===== config.mk =====
export PLATFORM = sky130hd
export DESIGN_NAME = two_wire_adc_link_controller_unit_flat
export DESIGN_NICKNAME = d
export VERILOG_FILES = /design/src/rtl/core/twalc_pkg.sv /design/src/rtl/core/twalc_chan_if.sv /design/src/rtl/core/twalc_csr.sv /design/src/rtl/core/twalc_seq.sv /design/src/rtl/core/two_wire_adc_link_controller_unit.sv /design/src/flat_wrapper.sv
export SDC_FILE = /design/constraint.sdc
export NUM_CORES = 1
export LEC_CHECK = 0
export BUFFER_PORTS_ARGS = -buffer_cell sky130_fd_sc_hd__buf_2
export CORE_UTILIZATION = 43
export CTS_BUF_LIST = sky130_fd_sc_hd__clkbuf_4
export DETAILED_ROUTE_END_ITERATION = 10
export SYNTH_ARGS = -nofsm -noshare
export SYNTH_HDL_FRONTEND = slang
export SYNTH_SLANG_ARGS = --single-unit

===== constraint.sdc =====
create_clock -name clock -period 7.3 [get_ports clock]
set_input_delay 0.73 -clock clock [delete_from_list [all_inputs] [get_ports clock]]
set_output_delay 0.73 -clock clock [all_outputs]
set_load 0.005 [all_outputs]

===== src/rtl/core/twalc_pkg.sv =====
`timescale 1ns / 1ps
`default_nettype none

package twalc_pkg;

   localparam int SAMPLE_W = 24;
   localparam int COUNT_W = 32;
   localparam int CSR_INDEX_W = 3;
   localparam int CSR_DATA_W = 24;
   localparam int BIT_CNT_W = 6;

   // register indexes
   localparam logic [CSR_INDEX_W-1:0] REG_CONFIG_BYTE = 3'd0;
   localparam logic [CSR_INDEX_W-1:0] REG_HALF_PERIOD = 3'd1;
   localparam logic [CSR_INDEX_W-1:0] REG_READY_TIMEOUT = 3'd2;
   localparam logic [CSR_INDEX_W-1:0] REG_SETTLE = 3'd3;
   localparam logic [CSR_INDEX_W-1:0] REG_POWER_DOWN_HOLD = 3'd4;
   localparam logic [CSR_INDEX_W-1:0] REG_POWER_UP_HOLD = 3'd5;

   // link modes, also the status code
   localparam logic [2:0] MODE_SLEEP = 3'd0;
   localparam logic [2:0] MODE_WAIT = 3'd1;
   localparam logic [2:0] MODE_SETTLE = 3'd2;
   localparam logic [2:0] MODE_READY = 3'd3;
   localparam logic [2:0] MODE_ERROR = 3'd4;

   // sequencer steps
   localparam logic [2:0] STEP_IDLE = 3'd0;
   localparam logic [2:0] STEP_DOWN = 3'd1;
   localparam logic [2:0] STEP_UP = 3'd2;
   localparam logic [2:0] STEP_CFG = 3'd3;
   localparam logic [2:0] STEP_READ = 3'd4;

   // configuration write frame
   localparam logic [6:0] WRITE_CMD = 7'h65;
   localparam int DUMMY_CLOCKS = 16 + 13;
   localparam int CMD_BITS = 7;
   localparam int CFG_BITS = 8;
   localparam int CMD_FIRST = DUMMY_CLOCKS;
   localparam int GAP_PULSE = CMD_FIRST + CMD_BITS;
   localparam int CFG_FIRST = GAP_PULSE + 1;
   localparam int CFG_LAST = CFG_FIRST + CFG_BITS - 1;
   localparam int CFG_PULSES = CFG_LAST + 2;

   typedef struct packed {
      logic data_pin;
      logic wake_request;
      logic sleep_request;
   } req_type;

   typedef struct packed {
      logic                       clock_out;
      logic                       data_drive_enable;
      logic                       data_drive_value;
      logic [2:0]                 status;
      logic                       error_code;
      logic                       sample_valid;
      logic signed [SAMPLE_W-1:0] sample_value;
      logic [COUNT_W-1:0]         sample_total;
   } rsp_type;

   typedef struct packed {
      logic [7:0]  config_byte;
      logic [7:0]  half_period_ticks;
      logic [23:0] ready_timeout_ticks;
      logic [23:0] settle_ticks;
      logic [15:0] power_down_hold_ticks;
      logic [15:0] power_up_hold_ticks;
   } cfg_type;

   function automatic logic cfg_bit(input logic [BIT_CNT_W-1:0] p,
                                    input logic [7:0] cfg_byte);
      logic [BIT_CNT_W-1:0] cmd_idx;
      logic [BIT_CNT_W-1:0] byte_idx;
      logic                 b;
      cmd_idx = BIT_CNT_W'(GAP_PULSE - 1) - p;
      byte_idx = BIT_CNT_W'(CFG_LAST) - p;
      priority if (p >= BIT_CNT_W'(CMD_FIRST) && p < BIT_CNT_W'(GAP_PULSE)) begin
         b = WRITE_CMD[cmd_idx[2:0]];
      end else if (p == BIT_CNT_W'(GAP_PULSE)) begin
         b = WRITE_CMD[0];
      end else if (p >= BIT_CNT_W'(CFG_FIRST) && p <= BIT_CNT_W'(CFG_LAST)) begin
         b = cfg_byte[byte_idx[2:0]];
      end else begin
         b = 1'b0;
      end
      return b;
   endfunction

endpackage

`default_nettype wire


===== src/rtl/core/twalc_chan_if.sv =====
`timescale 1ns / 1ps
`default_nettype none

interface twalc_chan_if #(parameter type payload_type = logic) ();
   logic        valid;
   logic        ready;
   payload_type data;

   modport source (output valid, output data, input ready);
   modport sink (input valid, input data, output ready);
endinterface

`default_nettype wire


===== src/rtl/core/twalc_csr.sv =====
`timescale 1ns / 1ps
`default_nettype none

module twalc_csr
   import twalc_pkg::*;
(
   input  wire logic                   clock,
   input  wire logic                   reset,
   input  wire logic                   csr_we,
   input  wire logic [CSR_INDEX_W-1:0] csr_index,
   input  wire logic [CSR_DATA_W-1:0]  csr_wdata,
   output cfg_type                     cfg
);

   cfg_type cfg_ff;
   cfg_type cfg_in;

   always_comb begin
      cfg_in = cfg_ff;
      if (csr_we) begin
         unique case (csr_index)
            REG_CONFIG_BYTE:     cfg_in.config_byte = csr_wdata[7:0];
            REG_HALF_PERIOD:     cfg_in.half_period_ticks = csr_wdata[7:0];
            REG_READY_TIMEOUT:   cfg_in.ready_timeout_ticks = csr_wdata[23:0];
            REG_SETTLE:          cfg_in.settle_ticks = csr_wdata[23:0];
            REG_POWER_DOWN_HOLD: cfg_in.power_down_hold_ticks = csr_wdata[15:0];
            REG_POWER_UP_HOLD:   cfg_in.power_up_hold_ticks = csr_wdata[15:0];
            default:             cfg_in = cfg_ff;
         endcase
      end
   end

   always_ff @(posedge clock) begin
      if (reset) begin
         cfg_ff.config_byte <= 8'd28;
         cfg_ff.half_period_ticks <= 8'd2;
         cfg_ff.ready_timeout_ticks <= 24'd1000000;
         cfg_ff.settle_ticks <= 24'd80000;
         cfg_ff.power_down_hold_ticks <= 16'd100;
         cfg_ff.power_up_hold_ticks <= 16'd10;
      end else begin
         cfg_ff <= cfg_in;
      end
   end

   assign cfg = cfg_ff;

endmodule

`default_nettype wire


===== src/rtl/core/twalc_seq.sv =====
`timescale 1ns / 1ps
`default_nettype none

module twalc_seq
   import twalc_pkg::*;
#(
   parameter int SAMPLE_BITS = 24,
   parameter int TAIL_CLOCKS = 3,
   parameter int TIMER_BITS = 24
) (
   input  wire logic    clock,
   input  wire logic    reset,
   input  wire logic    advance,
   input  wire req_type req,
   input  wire cfg_type cfg,
   output rsp_type      rsp
);

   localparam logic [BIT_CNT_W-1:0] READ_PULSES = BIT_CNT_W'(SAMPLE_BITS + TAIL_CLOCKS);
   localparam logic [BIT_CNT_W-1:0] CFG_TOTAL = BIT_CNT_W'(CFG_PULSES);
   localparam logic [BIT_CNT_W-1:0] SAMPLE_CNT = BIT_CNT_W'(SAMPLE_BITS);

   logic [2:0]             mode_ff, mode_in;
   logic [2:0]             step_ff, step_in;
   logic [BIT_CNT_W-1:0]   bits_ff, bits_in;
   logic [TIMER_BITS-1:0]  timer_ff, timer_in;
   logic [SAMPLE_BITS-1:0] shift_ff, shift_in;
   logic                   configured_ff, configured_in;
   logic                   sleep_pend_ff, sleep_pend_in;
   logic                   wake_pend_ff, wake_pend_in;
   logic [SAMPLE_W-1:0]    last_ff, last_in;
   logic [COUNT_W-1:0]     count_ff, count_in;
   logic                   clk_ff, clk_in;

   logic [TIMER_BITS-1:0]  timer_inc;
   logic [31:0]            half;
   logic [31:0]            hold;
   logic [BIT_CNT_W-1:0]   total;
   logic [BIT_CNT_W-1:0]   bits_next;
   logic                   valid;
   logic                   drive_en;
   logic                   drive_val;

   function automatic logic reached(input logic [TIMER_BITS-1:0] t, input logic [31:0] limit);
      return (32'(t) >= limit) || (t == '1);
   endfunction

   assign timer_inc = (timer_ff == '1) ? timer_ff : timer_ff + 1'b1;
   assign half = (cfg.half_period_ticks == 8'd0) ? 32'd1 : 32'(cfg.half_period_ticks);
   assign hold = (step_ff == STEP_DOWN) ? 32'(cfg.power_down_hold_ticks)
                                        : 32'(cfg.power_up_hold_ticks);
   assign total = (step_ff == STEP_CFG) ? CFG_TOTAL : READ_PULSES;
   assign bits_next = bits_ff + 1'b1;

   always_comb begin
      mode_in = mode_ff;
      step_in = step_ff;
      bits_in = bits_ff;
      timer_in = timer_ff;
      shift_in = shift_ff;
      configured_in = configured_ff;
      sleep_pend_in = sleep_pend_ff;
      wake_pend_in = wake_pend_ff;
      last_in = last_ff;
      count_in = count_ff;
      clk_in = clk_ff;
      valid = 1'b0;

      if (req.sleep_request) begin
         sleep_pend_in = 1'b1;
         wake_pend_in = 1'b0;
      end
      if (req.wake_request && !sleep_pend_in && mode_ff != MODE_READY
          && mode_ff != MODE_WAIT && mode_ff != MODE_SETTLE) begin
         wake_pend_in = 1'b1;
      end

      unique case (step_ff)
         STEP_IDLE: begin
            priority if (sleep_pend_in) begin
               sleep_pend_in = 1'b0;
               wake_pend_in = 1'b0;
               if (mode_ff != MODE_SLEEP) begin
                  step_in = STEP_DOWN;
                  clk_in = 1'b1;
                  timer_in = '0;
               end
            end else if (wake_pend_in) begin
               wake_pend_in = 1'b0;
               if (mode_ff != MODE_READY) begin
                  step_in = STEP_UP;
                  clk_in = 1'b0;
                  timer_in = '0;
               end
            end else if (mode_ff == MODE_WAIT) begin
               if (!req.data_pin) begin
                  step_in = STEP_CFG;
                  bits_in = '0;
                  timer_in = '0;
                  shift_in = '0;
                  clk_in = 1'b1;
               end else begin
                  timer_in = timer_inc;
                  if (reached(timer_inc, 32'(cfg.ready_timeout_ticks))) begin
                     mode_in = MODE_ERROR;
                  end
               end
            end else if (mode_ff == MODE_SETTLE) begin
               if (reached(timer_ff, 32'(cfg.settle_ticks))) begin
                  mode_in = MODE_READY;
               end else begin
                  timer_in = timer_inc;
               end
            end else if (mode_ff == MODE_READY) begin
               if (!req.data_pin) begin
                  step_in = STEP_READ;
                  bits_in = '0;
                  timer_in = '0;
                  shift_in = '0;
                  clk_in = 1'b1;
               end
            end else begin
               // hold while sleeping or in error
               mode_in = mode_ff;
            end
         end
         STEP_DOWN, STEP_UP: begin
            if (reached(timer_ff, hold)) begin
               if (step_ff == STEP_DOWN) begin
                  mode_in = MODE_SLEEP;
               end else begin
                  mode_in = configured_ff ? MODE_SETTLE : MODE_WAIT;
               end
               step_in = STEP_IDLE;
               timer_in = '0;
            end else begin
               timer_in = timer_inc;
            end
         end
         STEP_CFG, STEP_READ: begin
            timer_in = timer_inc;
            if (32'(timer_inc) >= half) begin
               timer_in = '0;
               if (clk_ff) begin
                  clk_in = 1'b0;
                  if (step_ff == STEP_READ && bits_ff < SAMPLE_CNT) begin
                     shift_in = {shift_ff[SAMPLE_BITS-2:0], req.data_pin};
                  end
               end else begin
                  bits_in = bits_next;
                  if (bits_next < total) begin
                     clk_in = 1'b1;
                  end else if (step_ff == STEP_CFG) begin
                     configured_in = 1'b1;
                     mode_in = MODE_SETTLE;
                     step_in = STEP_IDLE;
                     bits_in = '0;
                  end else begin
                     last_in = SAMPLE_W'($signed(shift_ff));
                     count_in = count_ff + 1'b1;
                     valid = 1'b1;
                     step_in = STEP_IDLE;
                     bits_in = '0;
                  end
               end
            end
         end
         default: begin
            step_in = STEP_IDLE;
         end
      endcase
   end

   assign drive_en = (step_in == STEP_CFG) && (bits_in >= BIT_CNT_W'(CMD_FIRST))
                     && (bits_in <= BIT_CNT_W'(CFG_LAST));
   assign drive_val = drive_en ? cfg_bit(bits_in, cfg.config_byte) : 1'b0;

   always_comb begin
      rsp.clock_out = clk_in;
      rsp.data_drive_enable = drive_en;
      rsp.data_drive_value = drive_val;
      rsp.status = mode_in;
      rsp.error_code = (mode_in == MODE_ERROR);
      rsp.sample_valid = valid;
      rsp.sample_value = last_in;
      rsp.sample_total = count_in;
   end

   always_ff @(posedge clock) begin
      if (reset) begin
         mode_ff <= MODE_SLEEP;
         step_ff <= STEP_IDLE;
         bits_ff <= '0;
         timer_ff <= '0;
         shift_ff <= '0;
         configured_ff <= 1'b0;
         sleep_pend_ff <= 1'b0;
         wake_pend_ff <= 1'b0;
         last_ff <= '0;
         count_ff <= '0;
         clk_ff <= 1'b1;
      end else if (advance) begin
         mode_ff <= mode_in;
         step_ff <= step_in;
         bits_ff <= bits_in;
         timer_ff <= timer_in;
         shift_ff <= shift_in;
         configured_ff <= configured_in;
         sleep_pend_ff <= sleep_pend_in;
         wake_pend_ff <= wake_pend_in;
         last_ff <= last_in;
         count_ff <= count_in;
         clk_ff <= clk_in;
      end
   end

`ifndef SYNTH
   a_drive_in_wait: assert property (@(posedge clock) disable iff (reset)
      drive_en |-> mode_in == MODE_WAIT)
      else $error("config drive outside wait mode");

   a_sample_in_ready: assert property (@(posedge clock) disable iff (reset)
      valid |-> mode_ff == MODE_READY && step_ff == STEP_READ)
      else $error("sample completed outside a read");

   a_count_bump: assert property (@(posedge clock) disable iff (reset)
      advance && valid |=> count_ff == $past(count_ff) + 1'b1)
      else $error("sample count did not advance");

   a_bits_bound: assert property (@(posedge clock) disable iff (reset)
      bits_ff <= CFG_TOTAL)
      else $error("bit counter out of range");

   a_error_step: assert property (@(posedge clock) disable iff (reset)
      mode_ff == MODE_ERROR |-> step_ff == STEP_IDLE || step_ff == STEP_DOWN
                                || step_ff == STEP_UP)
      else $error("sequence running in error mode");
`endif

endmodule

`default_nettype wire


===== src/rtl/core/two_wire_adc_link_controller_unit.sv =====
`timescale 1ns / 1ps
`default_nettype none

// Two-wire load-cell ADC link controller. Each req item is one timebase tick
// carrying the sampled data line and the wake/sleep requests; each tick gives
// exactly one rsp item with the clock and data line levels to drive, the link
// status and the latest sample. One item is taken per clock cycle while rsp_chan
// is not stalled; an item passes an input register and then a result register,
// from which its rsp item is offered on rsp_chan. The link state advances only
// when an item moves from the input register into the result register.
// Write the csr_ registers only while no item is in flight.
module two_wire_adc_link_controller_unit
   import twalc_pkg::*;
#(
   parameter int SAMPLE_BITS = 24,
   parameter int TAIL_CLOCKS = 3,
   parameter int TIMER_BITS = 24
) (
   input  wire logic                   clock,
   input  wire logic                   reset,
   twalc_chan_if.sink                  req_chan,
   twalc_chan_if.source                rsp_chan,
   input  wire logic                   csr_we,
   input  wire logic [CSR_INDEX_W-1:0] csr_index,
   input  wire logic [CSR_DATA_W-1:0]  csr_wdata
);

   cfg_type cfg;
   req_type req_ff, req_in;
   logic    req_vld_ff, req_vld_in;
   rsp_type rsp_ff, rsp_in;
   rsp_type rsp_next;
   logic    rsp_vld_ff, rsp_vld_in;
   logic    advance;
   logic    req_ready;

   twalc_csr u_csr (
      .clock     (clock),
      .reset     (reset),
      .csr_we    (csr_we),
      .csr_index (csr_index),
      .csr_wdata (csr_wdata),
      .cfg       (cfg)
   );

   twalc_seq #(
      .SAMPLE_BITS (SAMPLE_BITS),
      .TAIL_CLOCKS (TAIL_CLOCKS),
      .TIMER_BITS  (TIMER_BITS)
   ) u_seq (
      .clock   (clock),
      .reset   (reset),
      .advance (advance),
      .req     (req_ff),
      .cfg     (cfg),
      .rsp     (rsp_next)
   );

   assign advance = req_vld_ff && (!rsp_vld_ff || rsp_chan.ready);
   assign req_ready = !req_vld_ff || advance;
   assign req_chan.ready = req_ready;

   always_comb begin
      req_vld_in = req_ready ? req_chan.valid : req_vld_ff;
      req_in = (req_ready && req_chan.valid) ? req_chan.data : req_ff;
      rsp_vld_in = advance ? 1'b1 : (rsp_chan.ready ? 1'b0 : rsp_vld_ff);
      rsp_in = advance ? rsp_next : rsp_ff;
   end

   always_ff @(posedge clock) begin
      if (reset) begin
         req_vld_ff <= 1'b0;
         rsp_vld_ff <= 1'b0;
      end else begin
         req_vld_ff <= req_vld_in;
         rsp_vld_ff <= rsp_vld_in;
      end
   end

   always_ff @(posedge clock) begin
      req_ff <= req_in;
      rsp_ff <= rsp_in;
   end

   assign rsp_chan.valid = rsp_vld_ff;
   assign rsp_chan.data = rsp_ff;

`ifndef SYNTH
   a_adv_needs_item: assert property (@(posedge clock) disable iff (reset)
      advance |=> rsp_vld_ff)
      else $error("result register not loaded on advance");

   a_full_stall: assert property (@(posedge clock) disable iff (reset)
      req_vld_ff && rsp_vld_ff && !rsp_chan.ready |-> !req_chan.ready)
      else $error("item taken while both stages are full");

   a_error_flag: assert property (@(posedge clock) disable iff (reset)
      rsp_vld_ff |-> rsp_ff.error_code == (rsp_ff.status == MODE_ERROR))
      else $error("error code disagrees with status");
`endif

endmodule

`default_nettype wire


===== src/flat_wrapper.sv =====
// flat-port wrapper written by rule: the top's interface ports become plain ports
module two_wire_adc_link_controller_unit_flat import twalc_pkg::*;
#(
   parameter int SAMPLE_BITS = 24,
   parameter int TAIL_CLOCKS = 3,
   parameter int TIMER_BITS = 24
)
  (clock, reset, csr_we, csr_index, csr_wdata, req_chan_valid, req_chan_data, req_chan_ready, rsp_chan_valid, rsp_chan_data, rsp_chan_ready);
  twalc_chan_if #(.payload_type(req_type)) req_chan_i ();
  twalc_chan_if #(.payload_type(rsp_type)) rsp_chan_i ();
  input  wire logic clock;
  input  wire logic reset;
  input  wire logic csr_we;
  input  wire logic [CSR_INDEX_W-1:0] csr_index;
  input  wire logic [CSR_DATA_W-1:0] csr_wdata;
  input wire logic [$bits(req_chan_i.valid)-1:0] req_chan_valid;
  input wire logic [$bits(req_chan_i.data)-1:0] req_chan_data;
  output wire logic [$bits(req_chan_i.ready)-1:0] req_chan_ready;
  output wire logic [$bits(rsp_chan_i.valid)-1:0] rsp_chan_valid;
  output wire logic [$bits(rsp_chan_i.data)-1:0] rsp_chan_data;
  input wire logic [$bits(rsp_chan_i.ready)-1:0] rsp_chan_ready;
  assign req_chan_i.valid = req_chan_valid;
  assign req_chan_i.data = req_chan_data;
  assign req_chan_ready = req_chan_i.ready;
  assign rsp_chan_valid = rsp_chan_i.valid;
  assign rsp_chan_data = rsp_chan_i.data;
  assign rsp_chan_i.ready = rsp_chan_ready;
  two_wire_adc_link_controller_unit #(.SAMPLE_BITS(SAMPLE_BITS), .TAIL_CLOCKS(TAIL_CLOCKS), .TIMER_BITS(TIMER_BITS)) u_core (.clock(clock), .reset(reset), .req_chan(req_chan_i), .rsp_chan(rsp_chan_i), .csr_we(csr_we), .csr_index(csr_index), .csr_wdata(csr_wdata));
endmodule

==> flow_metrics.env <==
export IMPL_cp_startpoint="u_core.u_seq.timer_ff[10]"
export IMPL_dp_hpwl_mm=24.7
export IMPL_regArea_sq_um=6380
export IMPL_multi_input_area_sq_um=7640
export IMPL_setup_violations_final=0
export IMPL_grt_total_usage_pct=20.6
export IMPL_maxCapViolCount=0
export IMPL_max_slew_margin_pct=22.2
export IMPL_synth_top_flop_cell="dfxtp_1"
export IMPL_max_freq_ghz=0.164
export IMPL_drive_gt1_share_pct=16.2
export IMPL_cp_depth=19
export IMPL_ant_nets=0
export IMPL_cts_buffers=78
export IMPL_rsz0062_at_grt="no"
export IMPL_overflow=0
export IMPL_post_drt_wl_per_cell_um=15.7
export IMPL_ios=101
export IMPL_synthCells=1702
export IMPL_avgSynthCellArea_sq_um=8.64
export IMPL_synth_top_cell_by_area="dfxtp_1"
export IMPL_finalCriticalPeriod_ns=6.11
export IMPL_synthDistinctLibCells=79
export IMPL_die_h_um=187
export IMPL_fin_setup_tns_ns=0
export IMPL_tightest_slew_ns=1.17
export IMPL_syn_nets=1819
export IMPL_p_per_area_nw_per_um2=208
export IMPL_cts_buffer_depth=3
export IMPL_routabilityCongestion=0.879
export IMPL_async_reset_ff_share_pct=0
export IMPL_drv_slew=0
export IMPL_die_w_um=187
export IMPL_floorplan_rows=67
export IMPL_cts_tree="built"
export IMPL_numClockSinks=285
export IMPL_syn_to_final_growth_pct=12.4
export IMPL_vias_per_cell=5.30
export IMPL_synth_most_common_cell="nand2_1"
export IMPL_grt_pass1_wl_mm=59.1
export IMPL_crit_path_cell_trace="nand4_4, nor4_4, and2_1, nor3_1, xor2_1, ha_1, a21o_1, a21o_1, a21oi_1, nor4b_1, and4b_4, or2_4, a21o_1, mux2i_1, ha_1, xnor2_2, mux4_2, a311oi_1, a211oi_1"
export IMPL_worstSkewPairLatency_ns=0.72
export IMPL_fill_cells=3326
export IMPL_hold_path_cell_count=1
export IMPL_grt_pass1_vias=11500
export IMPL_seq_area_frac_synth_pct=43.3
export IMPL_r2r_slack_ns=1.19
export IMPL_slowest_delay_ns=0.66
export IMPL_yosysTopAreaCellShare_pct=29.7
export IMPL_ys_warnings_count=0
export IMPL_ctsResizeCount=0
export IMPL_syn_area_sq_um=14700
export IMPL_hold_start="req_chan_data[1]"
export IMPL_r2r_end="u_core.rsp_chan.data[61]"
export IMPL_cts_hold_buf=0
export IMPL_vias=12200
export IMPL_cts_setup_buffers=0
export IMPL_min_to="u_core.req_ff[1]"
export IMPL_firstDrtPassIters=5
export IMPL_skew_ns=0.0408
export IMPL_ys_seq_elements=285
export IMPL_path_buf_inv=0
export IMPL_design_area_sq_um=16500
export IMPL_ir_drop_v=0.0000869
export IMPL_clk_pin_slew_ns=0.07
export IMPL_finalCritPeriodShare_pct=83.8
export IMPL_arrival_ns=6.55
export IMPL_numPortBuffers=100
export IMPL_synth_edf_count=67
export IMPL_crit_family="simple AND/OR/NAND/NOR gates"
export IMPL_rr_worst_depth=19
export IMPL_drtIter0Drc=651
export IMPL_antenna_found_initial=2
export IMPL_status="completed"
export IMPL_start_util_pct=43.8
export IMPL_cp_required_ns=7.73
export IMPL_cts_max_level=3
export IMPL_finalHoldViolCount=0
export IMPL_worstPathMaxFanout=14
export IMPL_totalWireLength_mm=36.2
export IMPL_grt_max_degree=77
export IMPL_reg2reg_from="u_core.u_seq.timer_ff[10]"
export IMPL_path_class="reg2reg"
export IMPL_crit_path_end_kind="register"
export IMPL_critPathSlowestCell="dfxtp_1"
export IMPL_drt_drc_violations_left=0
export IMPL_min_path_type="in2reg"
export IMPL_nets=1913
export IMPL_yosys_top_cells_count="nand2_1 (304), dfxtp_1 (218), a21oi_1 (163)"
export IMPL_leakage_nw=6.60
export IMPL_placed_cell_area_sq_um=15500
export IMPL_dieArea_sq_um=35000
export IMPL_crit_path_frequent_cell="a21o_1"
export IMPL_core_sq_um=33600
export IMPL_clockRootBuffer="clkbuf_4"
export IMPL_worst_setup_path_start_kind="register"
export IMPL_synth_area_leaders="dfxtp_1 (30%), edfxtp_1 (14%), nand2_1 (7.8%)"
logic make-up after synthesis:
group | count (synthesis) | synth area share [%]
compound gates | 311 | 13.2
xor+xnor | 87 | 5.33
fa+ha+maj | 82 | 6.98
buf+inv | 178 | 4.80
flops | 285 | 43.3
mux | 49 | 3.76
simple gates | 710 | 22.6
layer usage:
metal	share of wire [%]	vias to the layer above	routed length [um]	track usage (%)
met5	0	-	0	0
met4	2.1	0	747	7.72
met3	5.7	56	2060	4.35
met2	45	314	16300	32.3
met1	47	5715	17100	28.0
li1	-	6150	-	-
report_power, final:
part	leakage, nW	internal, mW	switching (mW)
clock network	0.619	0.816	0.687
registers	2.38	1.66	0.0240
logic	3.60	0.0881	0.161
total	6.60	2.56	0.872
flip-flops by register name, summed over array words and instances (netlist names), 3 cells and up:
| name | count |
|---|---|
| u_core.req_ff | 3 |
| u_core.u_seq.last_ff | 24 |
| u_core.u_seq.timer_ff | 24 |
| u_core.u_seq.count_ff | 32 |
| u_core.rsp_chan.data | 64 |
| u_core.u_csr.cfg | 96 |
| u_core.u_seq.bits_ff | 6 |
| u_core.u_seq.mode_ff | 3 |
| u_core.u_seq.step_ff | 3 |
| u_core.u_seq.shift_ff | 24 |
through the flow:
step	util, %	setup WS [ns]	hold slack [ns]	cells	power (mW)
after floorplan	-	2.00	0.428	1702	1.88
after global placement	46.0	1.50	0.441	2164	1.96
after detailed placement	46.0	1.25	0.443	2164	1.97
after CTS	49.2	1.19	0.136	2308	3.49
after global routing	49.2	0.713	0.134	2310	3.60
final	49.2	1.19	0.208	2310	3.44
worst max path at each step:
stage	end	slack [ns]
after floorplan	u_core.rsp_chan.data[61]	2.00
after global placement	u_core.rsp_chan.data[61]	1.50
after detailed placement	u_core.rsp_chan.data[61]	1.25
after CTS	u_core.rsp_chan.data[61]	1.19
after global routing	u_core.rsp_chan.data[61]	0.71
final	u_core.rsp_chan.data[61]	1.19
final cells by class:
type                       count  area share, %
antenna                        2         0.0303
clock buffer                 118           5.36
clock inverter                26           1.04
inverter                      81           1.85
multi-input combinational   1239           46.2
sequential                   285           38.6
tap                          448           3.39
timing repair buffer         111           3.56
cells in the final DEF (no fill, tap or decap), drive strengths merged, types with 20 or more instances in the layout:
cell / count
mux2: 27
nor2: 147
nand3: 87
a21o: 33
nor3: 49
ha: 82
xor2: 41
a21oi: 164
buf: 111
clkbuf: 118
nand2: 305
inv: 83
nand4: 30
mux2i: 20
clkinv: 20
dfxtp: 218
xnor2: 46
edfxtp: 67
o21ai: 25
worst reg2reg max path, cell delays in order (launching register included):
cell      delay (ns)
dfxtp_1         0.66
nand4_4         0.24
nor4_4          0.54
and2_1          0.39
nor3_1          0.10
xor2_1          0.32
ha_1            0.31
a21o_1          0.18
a21o_1          0.17
a21oi_1         0.14
nor4b_1         0.23
and4b_4         0.40
or2_4           0.19
a21o_1          0.24
mux2i_1         0.24
ha_1            0.32
xnor2_2         0.21
mux4_2          0.52
a311oi_1        0.30
a211oi_1        0.12
(Power assumes the default switching activity.)
